==> src/hw/rtl/stwq_pkg.sv <==
// Shared types and constants for the sleep timer wake queue.
// No dependencies; the interfaces, the controller and the top level use this package, the slot memory does not.
package stwq_pkg;

	localparam int SLOTS_DEF   = 16;
	localparam int ID_BITS_DEF = 8;

	// Fixed field widths of the request and response words
	localparam int TICK_W  = 64;
	localparam int TID_W   = 8;
	localparam int TICKS_W = 32;

	typedef enum logic {
		CMD_SLEEP = 1'b0,
		CMD_TICK  = 1'b1
	} cmd_t;

	typedef enum logic [1:0] {
		KIND_ACCEPT = 2'd0,
		KIND_REJECT = 2'd1,
		KIND_WOKEN  = 2'd2
	} kind_t;

	typedef enum logic [1:0] {
		ST_IDLE,
		ST_FIND,
		ST_SCAN
	} state_t;

endpackage

==> src/hw/rtl/stwq_ifs.sv <==
// Valid/ready channel interfaces for request and response words.
// Depends on stwq_pkg for the command and result kind types.
interface stwq_req_if;
	logic                                valid;
	logic                                ready;
	stwq_pkg::cmd_t                      command;
	logic [stwq_pkg::TID_W-1:0]          thread_id;
	logic [stwq_pkg::TICKS_W-1:0]        sleep_ticks;

	modport source (output valid, command, thread_id, sleep_ticks, input ready);
	modport sink (input valid, command, thread_id, sleep_ticks, output ready);
endinterface

interface stwq_rsp_if;
	logic                                valid;
	logic                                ready;
	stwq_pkg::kind_t                     kind;
	logic [stwq_pkg::TID_W-1:0]          woken_id;
	logic                                last;

	modport source (output valid, kind, woken_id, last, input ready);
	modport sink (input valid, kind, woken_id, last, output ready);
endinterface

==> src/hw/rtl/stwq_slot_ram.sv <==
// Slot table memory: one write port, one read port, registered read data.
// Holds thread id and absolute wake time per slot. No package dependency.
module stwq_slot_ram #(
	parameter int DEPTH  = 16,
	parameter int DATA_W = 72
) (
	input  logic                     clk,
	input  logic                     we,
	input  logic [$clog2(DEPTH)-1:0] waddr,
	input  logic [DATA_W-1:0]        wdata,
	input  logic                     re,
	input  logic [$clog2(DEPTH)-1:0] raddr,
	output logic [DATA_W-1:0]        rdata
);

	logic [DATA_W-1:0] mem [DEPTH];

	always_ff @(posedge clk) begin
		if (we) begin
			mem[waddr] <= wdata;
		end
	end

	// Hold read data when no read is issued
	always_ff @(posedge clk) begin
		if (re) begin
			rdata <= mem[raddr];
		end
	end

endmodule

==> src/hw/rtl/stwq_ctrl.sv <==
// Sequencer of the wake queue: tick counter, slot valid bits, free-slot search,
// expiry scan over the slot memory and the response register. Uses stwq_pkg.
module stwq_ctrl #(
	parameter int SLOTS   = stwq_pkg::SLOTS_DEF,
	parameter int ID_BITS = stwq_pkg::ID_BITS_DEF
) (
	input  logic                                 clk,
	input  logic                                 arst_n,
	stwq_req_if.sink                             req,
	stwq_rsp_if.source                           rsp,
	output logic                                 mem_we,
	output logic                                 mem_re,
	output logic [$clog2(SLOTS)-1:0]             mem_addr,
	output logic [ID_BITS+stwq_pkg::TICK_W-1:0]  mem_wdata,
	input  logic [ID_BITS+stwq_pkg::TICK_W-1:0]  mem_rdata
);
	import stwq_pkg::*;

	localparam int IDX_W = $clog2(SLOTS);
	localparam logic [IDX_W-1:0] LAST_IDX = IDX_W'(SLOTS - 1);

	state_t              state_q, state_d;
	logic [IDX_W-1:0]    idx_q;
	logic                rd_done_q;
	logic                chk_v_s1;
	logic [IDX_W-1:0]    chk_idx_s1;
	logic                pend_v_q;
	logic [ID_BITS-1:0]  pend_id_q;
	logic [SLOTS-1:0]    valid_q;
	logic [TICK_W-1:0]   count_q;
	logic [ID_BITS-1:0]  id_q;
	logic [TICK_W-1:0]   wake_q;
	logic                out_v_q;
	kind_t               out_kind_q;
	logic [TID_W-1:0]    out_id_q;
	logic                out_last_q;

	logic                can_push, hit, stall, take;
	logic                push, push_last, set_valid, clr_valid, s1_load, idx_inc;
	kind_t               push_kind;
	logic [ID_BITS-1:0]  push_id;
	logic [ID_BITS-1:0]  rd_id;
	logic [TICK_W-1:0]   rd_wake;

	assign rd_id    = mem_rdata[TICK_W +: ID_BITS];
	assign rd_wake  = mem_rdata[TICK_W-1:0];
	assign can_push = !out_v_q || rsp.ready;
	// Slot memory is only written during a search, never during a scan: no forwarding
	assign hit      = chk_v_s1 && valid_q[chk_idx_s1] && (rd_wake <= count_q);
	// A second hit must first move the held thread id out
	assign stall    = hit && pend_v_q && !can_push;

	assign req.ready    = (state_q == ST_IDLE);
	assign mem_addr     = idx_q;
	assign mem_wdata    = {id_q, wake_q};
	assign rsp.valid    = out_v_q;
	assign rsp.kind     = out_kind_q;
	assign rsp.woken_id = out_id_q;
	assign rsp.last     = out_last_q;

	always_comb begin
		state_d   = state_q;
		take      = 1'b0;
		push      = 1'b0;
		push_kind = KIND_WOKEN;
		push_id   = pend_id_q;
		push_last = 1'b0;
		mem_we    = 1'b0;
		mem_re    = 1'b0;
		set_valid = 1'b0;
		clr_valid = 1'b0;
		s1_load   = 1'b0;
		idx_inc   = 1'b0;
		unique case (state_q)
			ST_IDLE: begin
				take = req.valid;
				if (req.valid) begin
					state_d = (req.command == CMD_SLEEP) ? ST_FIND : ST_SCAN;
				end
			end
			ST_FIND: begin
				push_id   = id_q;
				push_last = 1'b1;
				if (!valid_q[idx_q]) begin
					push_kind = KIND_ACCEPT;
					if (can_push) begin
						push      = 1'b1;
						mem_we    = 1'b1;
						set_valid = 1'b1;
						state_d   = ST_IDLE;
					end
				end else if (idx_q == LAST_IDX) begin
					push_kind = KIND_REJECT;
					if (can_push) begin
						push    = 1'b1;
						state_d = ST_IDLE;
					end
				end else begin
					idx_inc = 1'b1;
				end
			end
			ST_SCAN: begin
				if (!stall) begin
					s1_load   = 1'b1;
					mem_re    = !rd_done_q;
					idx_inc   = !rd_done_q && (idx_q != LAST_IDX);
					clr_valid = hit;
					if (hit && pend_v_q) begin
						push = 1'b1;
					end
					if (rd_done_q && !chk_v_s1) begin
						if (!pend_v_q) begin
							state_d = ST_IDLE;
						end else if (can_push) begin
							push      = 1'b1;
							push_last = 1'b1;
							state_d   = ST_IDLE;
						end
					end
				end
			end
			default: begin
				state_d = ST_IDLE;
			end
		endcase
	end

	always_ff @(posedge clk or negedge arst_n) begin
		if (!arst_n) begin
			state_q   <= ST_IDLE;
			idx_q     <= '0;
			rd_done_q <= 1'b0;
			chk_v_s1  <= 1'b0;
			pend_v_q  <= 1'b0;
			valid_q   <= '0;
			count_q   <= '0;
			out_v_q   <= 1'b0;
		end else begin
			state_q <= state_d;
			if (take) begin
				idx_q     <= '0;
				rd_done_q <= 1'b0;
				chk_v_s1  <= 1'b0;
				pend_v_q  <= 1'b0;
				if (req.command == CMD_TICK) begin
					count_q <= count_q + TICK_W'(1);
				end
			end else begin
				if (idx_inc) begin
					idx_q <= idx_q + IDX_W'(1);
				end
				if (s1_load) begin
					chk_v_s1 <= mem_re;
					if (mem_re && idx_q == LAST_IDX) begin
						rd_done_q <= 1'b1;
					end
					if (hit) begin
						pend_v_q <= 1'b1;
					end
				end
			end
			if (set_valid) begin
				valid_q[idx_q] <= 1'b1;
			end
			if (clr_valid) begin
				valid_q[chk_idx_s1] <= 1'b0;
			end
			if (push) begin
				out_v_q <= 1'b1;
			end else if (rsp.ready) begin
				out_v_q <= 1'b0;
			end
		end
	end

	always_ff @(posedge clk) begin
		if (take) begin
			id_q   <= ID_BITS'(req.thread_id);
			wake_q <= count_q + TICK_W'(req.sleep_ticks);
		end
		if (s1_load) begin
			chk_idx_s1 <= idx_q;
		end
		if (s1_load && hit) begin
			pend_id_q <= rd_id;
		end
		if (push) begin
			out_kind_q <= push_kind;
			out_id_q   <= TID_W'(push_id);
			out_last_q <= push_last;
		end
	end

endmodule

==> src/hw/rtl/sleep_timer_wake_queue.sv <==
// Sleep timer wake queue: a 64-bit tick counter and a SLOTS-entry table of sleeping thread
// ids with absolute wake times, kept in a one-port-write, one-port-read slot memory. A sleep
// request takes the lowest free slot and answers accepted, or rejected when the table is full;
// the free-slot search visits one valid bit per cycle. A tick advances the counter
// and reads every slot once through the memory, one slot per cycle while the scan is
// not stalled, with registered read data; each expired slot gives one woken word in
// slot order, the final one marked last, and a tick with no expiry gives none. A full
// response register stalls the scan. No clearing pass after reset.
module sleep_timer_wake_queue #(
	parameter int SLOTS   = stwq_pkg::SLOTS_DEF,
	parameter int ID_BITS = stwq_pkg::ID_BITS_DEF
) (
	input  logic         clk,
	input  logic         arst_n,
	stwq_req_if.sink     req,
	stwq_rsp_if.source   rsp
);
	import stwq_pkg::*;

	localparam int IDX_W  = $clog2(SLOTS);
	localparam int DATA_W = ID_BITS + TICK_W;

	logic              mem_we;
	logic              mem_re;
	logic [IDX_W-1:0]  mem_addr;
	logic [DATA_W-1:0] mem_wdata;
	logic [DATA_W-1:0] mem_rdata;

	stwq_ctrl #(
		.SLOTS   (SLOTS),
		.ID_BITS (ID_BITS)
	) u_ctrl (
		.clk       (clk),
		.arst_n    (arst_n),
		.req       (req),
		.rsp       (rsp),
		.mem_we    (mem_we),
		.mem_re    (mem_re),
		.mem_addr  (mem_addr),
		.mem_wdata (mem_wdata),
		.mem_rdata (mem_rdata)
	);

	stwq_slot_ram #(
		.DEPTH  (SLOTS),
		.DATA_W (DATA_W)
	) u_ram (
		.clk   (clk),
		.we    (mem_we),
		.waddr (mem_addr),
		.wdata (mem_wdata),
		.re    (mem_re),
		.raddr (mem_addr),
		.rdata (mem_rdata)
	);

endmodule
==> src/flat_wrapper.sv <==
// flat-port wrapper written by rule: the top's interface ports become plain ports
module sleep_timer_wake_queue_flat import stwq_pkg::*;
#(
	parameter int SLOTS   = stwq_pkg::SLOTS_DEF,
	parameter int ID_BITS = stwq_pkg::ID_BITS_DEF
)
  (clk, arst_n, req_valid, req_command, req_thread_id, req_sleep_ticks, req_ready, rsp_valid, rsp_kind, rsp_woken_id, rsp_last, rsp_ready);
  stwq_req_if req_i ();
  stwq_rsp_if rsp_i ();
  input  logic clk;
  input  logic arst_n;
  input wire logic [$bits(req_i.valid)-1:0] req_valid;
  input wire logic [$bits(req_i.command)-1:0] req_command;
  input wire logic [$bits(req_i.thread_id)-1:0] req_thread_id;
  input wire logic [$bits(req_i.sleep_ticks)-1:0] req_sleep_ticks;
  output wire logic [$bits(req_i.ready)-1:0] req_ready;
  output wire logic [$bits(rsp_i.valid)-1:0] rsp_valid;
  output wire logic [$bits(rsp_i.kind)-1:0] rsp_kind;
  output wire logic [$bits(rsp_i.woken_id)-1:0] rsp_woken_id;
  output wire logic [$bits(rsp_i.last)-1:0] rsp_last;
  input wire logic [$bits(rsp_i.ready)-1:0] rsp_ready;
  assign req_i.valid = req_valid;
  assign req_i.command = req_command;
  assign req_i.thread_id = req_thread_id;
  assign req_i.sleep_ticks = req_sleep_ticks;
  assign req_ready = req_i.ready;
  assign rsp_valid = rsp_i.valid;
  assign rsp_kind = rsp_i.kind;
  assign rsp_woken_id = rsp_i.woken_id;
  assign rsp_last = rsp_i.last;
  assign rsp_i.ready = rsp_ready;
  sleep_timer_wake_queue #(.SLOTS(SLOTS), .ID_BITS(ID_BITS)) u_core (.clk(clk), .arst_n(arst_n), .req(req_i), .rsp(rsp_i));
endmodule
==> config.mk <==
export PLATFORM = sky130hd
export DESIGN_NAME = sleep_timer_wake_queue_flat
export DESIGN_NICKNAME = d
export VERILOG_FILES = /design/src/hw/rtl/stwq_pkg.sv /design/src/hw/rtl/stwq_ifs.sv /design/src/hw/rtl/stwq_slot_ram.sv /design/src/hw/rtl/stwq_ctrl.sv /design/src/hw/rtl/sleep_timer_wake_queue.sv /design/src/flat_wrapper.sv
export SDC_FILE = /design/constraint.sdc
export NUM_CORES = 2
export LEC_CHECK = 0
export ABC_AREA = 1
export BUFFER_PORTS_ARGS = -buffer_cell sky130_fd_sc_hd__buf_2
export CAP_MARGIN = 20
export CORE_ASPECT_RATIO = 0.5
export CORE_MARGIN = 1
export CORE_UTILIZATION = 60
export DETAILED_ROUTE_END_ITERATION = 8
export GPL_ROUTABILITY_DRIVEN = 0
export PLACE_DENSITY_LB_ADDON = 0.25
export SLEW_MARGIN = 20
export SYNTH_ARGS = -nofsm -noshare
export SYNTH_HDL_FRONTEND = slang
export SYNTH_HIERARCHICAL = 1
export SYNTH_SLANG_ARGS = --single-unit
==> constraint.sdc <==
create_clock -name clk -period 5.66 [get_ports clk]
set_clock_uncertainty 0.05 [all_clocks]
set_input_delay 0.849 -clock clk [delete_from_list [all_inputs] [get_ports clk]]
set_output_delay 0.849 -clock clk [all_outputs]
set_load 0.05 [all_outputs]
==> impl_metrics.ini <==
[cts]
clk_pin_slew_ps = 60
cts_inserted_buffers = 117
cts_sinks = 1409
clock-root-buffer = clkbuf_16
htree_levels = 3
cts_setup_buffers = 0
cts_hold_buf = 0
insertion_delay_ps = 750
cts_tree = done
clockBufferDepth = 3
ctsResizeCount = 0

[sta]
final_hold_viol_count = 0
rsz0062_at_grt = no
fmax_mhz = 248
tightest_slew_ps = 1040
tns_ps = 0
setup_viol = 0
fin_crit_sh_pct = 71.1
relSlewSlack_pct = 30.3
final_max_slew_viol_count = 0
min_period_ps = 4030

[placement]
dpl_cell_area_sq_um = 65100
io_buffers = 57
post-dp-hpwl_um = 90300

[floorplanning]
initial_utilization_pct = 61.3
die_y_um = 232
num_rows = 83
core_area_sq_um = 104000
ios = 58
die_w_um = 462
die_area_sq_um = 107000

[grt]
grt_overflow = 0
grt_max_degree = 193
grtUsageTotal_pct = 29.3
antenna_found_initial = 1
grt_pass1_wl_um = 240000
grt_pass1_vias = 41800

[synth]
synth-simple-area-share_pct = 20.0
synth_top_family_by_area = simple AND/OR/NAND/NOR gates
synth_fp_nets = 6299
muxShareOfSynthArea_pct = 0.0354
synth_ff_type = edfxtp_1
yosysUniqueCellTypes = 49
yosysSeqAreaShare_pct = 65.9
ys_seq_elements = 1409
synthAdderAreaFrac_pct = 2.10
ys_async_sr_fraction_pct = 6.39
synth-xor-area-share_pct = 1.69
synth_edf_count = 1319
avgSynthCellArea_sq_um = 10.3
synthesis.area_sq_um = 63600
synth_compound_area_share_pct = 1.67
syn-instance-count = 6148
yosysWarnings = 6

[layout]
final_nets = 6291
area_growth_pct = 8.29
drive_above_1_share_pct = 5.31
fin_area_sq_um = 68800
num-fill-cells = 7460

[routing]
vias = 43600
vias_per_cell = 5.71
drtIter0Drc = 5973
dr.pass1.iters = 7
antenna_left = 0
drt-wirelength-per-cell_um = 20.7
route.detailed.drc = 0
finalWirelength_um = 158000

[setup_path]
worstPathMaxFanout = 84
cp.required_ps = 5980
path_cells = buf_4 -> buf_4 -> nand2_1 -> nor2_4 -> buf_12
max_stage_delay_ps = 830
critPathLaunchType = flip-flop
critical_path_class = flip-flop to flip-flop
worstPathArrival_ps = 4350
slowest_stage = buf_4
cp.buffers_inverters = 3
cpLargestDelayFamily = buffers and inverters
cp_common_cell = buf_4
end_kind = flip-flop

[flow_run]
maxCapViolations = 0

[pwr]
max-vdd-ir-drop_v = 0.000353
power.leakage_nw = 29.0
power_density_nw_per_um2 = 384

[outcome]
status = completed

[min_path]
hold_class = input port to async pin
## synth_stat cells (4+ instances only)
master / n / area share, %
a21oi_1: 106 / 0.83
a22oi_1: 11 / 0.13
a2bb2oi_1: 5 / 0.069
a31oi_1: 6 / 0.059
buf_1: 24 / 0.14
buf_2: 124 / 0.98
buf_4: 54 / 0.64
buf_6: 16 / 0.28
clkbuf_1: 22 / 0.13
clkinv_1: 7 / 0.041
dfrtp_1: 90 / 3.5
edfxtp_1: 1319 / 62
ha_1: 105 / 2.1
inv_1: 1078 / 6.4
nand2_1: 1798 / 11
nand2_4: 4 / 0.071
nand3_1: 919 / 7.2
nand3_2: 4 / 0.063
nand4_1: 23 / 0.23
nor2_1: 153 / 0.90
nor2_4: 5 / 0.089
nor3_1: 47 / 0.37
nor4_1: 17 / 0.17
o21a_1: 13 / 0.15
o21ai_0: 36 / 0.28
xnor2_1: 12 / 0.17
xor2_1: 111 / 1.5
## logic make-up after synthesis
kind of cell	Yosys count
and+or+nand+nor	2989
DFF	1409
buffers and inverters	1330
AOI/OAI and AO/OA	189
xor gates and xnor gates	123
adders and majority gates	106
muxes	2
## sequential cells by signal (all words and copies together) (netlist names)
register	flops
u_core/u_ctrl/rsp.woken_id	8
u_core/u_ram/mem	1152
u_core/u_ctrl/chk_idx_s1	4
u_core/u_ctrl/rd_done_q	1
u_core/u_ctrl/count_q	64
u_core/u_ctrl/pend_v_q	1
u_core/u_ram/rdata	72
u_core/u_ctrl/state_q	2
u_core/u_ctrl/id_q	8
u_core/u_ctrl/rsp.valid	1
u_core/u_ctrl/rsp.kind	2
u_core/u_ctrl/rsp.last	1
u_core/u_ctrl/valid_q	16
u_core/u_ctrl/wake_q	64
u_core/u_ctrl/mem_addr	4
u_core/u_ctrl/pend_id_q	8
u_core/u_ctrl/chk_v_s1	1
## power breakdown
| part | leakage [nW] | internal, mW | switching [mW] | total [mW] |
|---|---|---|---|---|
| logic | 14.7 | 1.54 | 3.95 | 5.49 |
| registers | 12.5 | 12.3 | 0.638 | 13.0 |
| clock network | 1.80 | 4.28 | 3.69 | 7.97 |
## placed cells by master, fill, tap and decap left out, types with 5 or more instances in the layout
cell	n
a21oi_1	106
a22oi_1	11
a2bb2oi_1	5
a31oi_1	6
buf_12	24
buf_2	56
buf_4	33
clkbuf_1	36
clkbuf_16	118
clkbuf_8	19
clkinv_1	22
clkinv_2	9
dfrtp_1	86
edfxtp_1	1319
ha_1	105
inv_1	1076
nand2_1	1798
nand3_1	919
nand4_1	23
nor2_1	137
nor2_4	21
nor3_1	47
nor4_1	17
o21a_1	13
o21ai_0	36
xnor2_1	12
xor2_1	111
## layer usage
metal | track usage (%) | up-vias | part of all wire (%)
met4 | 8.17 | 0 | 2.4
met5 | 0 | - | 0
met1 | 42.8 | 21000 | 42
met3 | 5.32 | 250 | 11
met2 | 45.5 | 2419 | 45
li1 | - | 20000 | -
## worst paths after layout
check,from,endpoint,cells past startpoint,slack (ps)
min,arst_n,u_core/u_ctrl/valid_q[15],1,130
max in group asynchronous,arst_n,u_core/u_ctrl/count_q[51],2,4250
min reg2reg,u_core/u_ram/rdata[64],u_core/u_ctrl/pend_id_q[0],0,370
max,u_core/u_ctrl/mem_addr[0],u_core/u_ram/mem[9][28],5,1630
min in group clk,req_thread_id[7],u_core/u_ctrl/id_q[7],1,230
max reg2reg,u_core/u_ctrl/mem_addr[0],u_core/u_ram/mem[9][28],5,1630
## stage by stage
step | hold WS [ps] | setup slack (ps) | total power [mW] | utilization [%] | std cells
after floorplan | 350 | 420 | 16.9 | - | 6148
after global placement | 353 | 1470 | 18.4 | 62.8 | 7423
after detailed placement | 358 | 1440 | 18.5 | 62.8 | 7423
after CTS | 115 | 1670 | 26.4 | 66.3 | 7635
after global routing | 148 | 1380 | 27.5 | 66.3 | 7635
final | 133 | 1630 | 26.4 | 66.4 | 7636
## area by class of cell
type                       count  area, sq um  share of cell area, %
multi-input combinational   3409        16300                   23.7
tap                         1402         1750                   2.55
inverter                    1090         4140                   6.01
antenna                        1         2.50                0.00364
timing repair buffer         113         1010                   1.47
clock buffer                 173         3350                   4.87
clock inverter                39          362                  0.525
sequential                  1409        41900                   60.8
(Power assumes the default switching activity.)
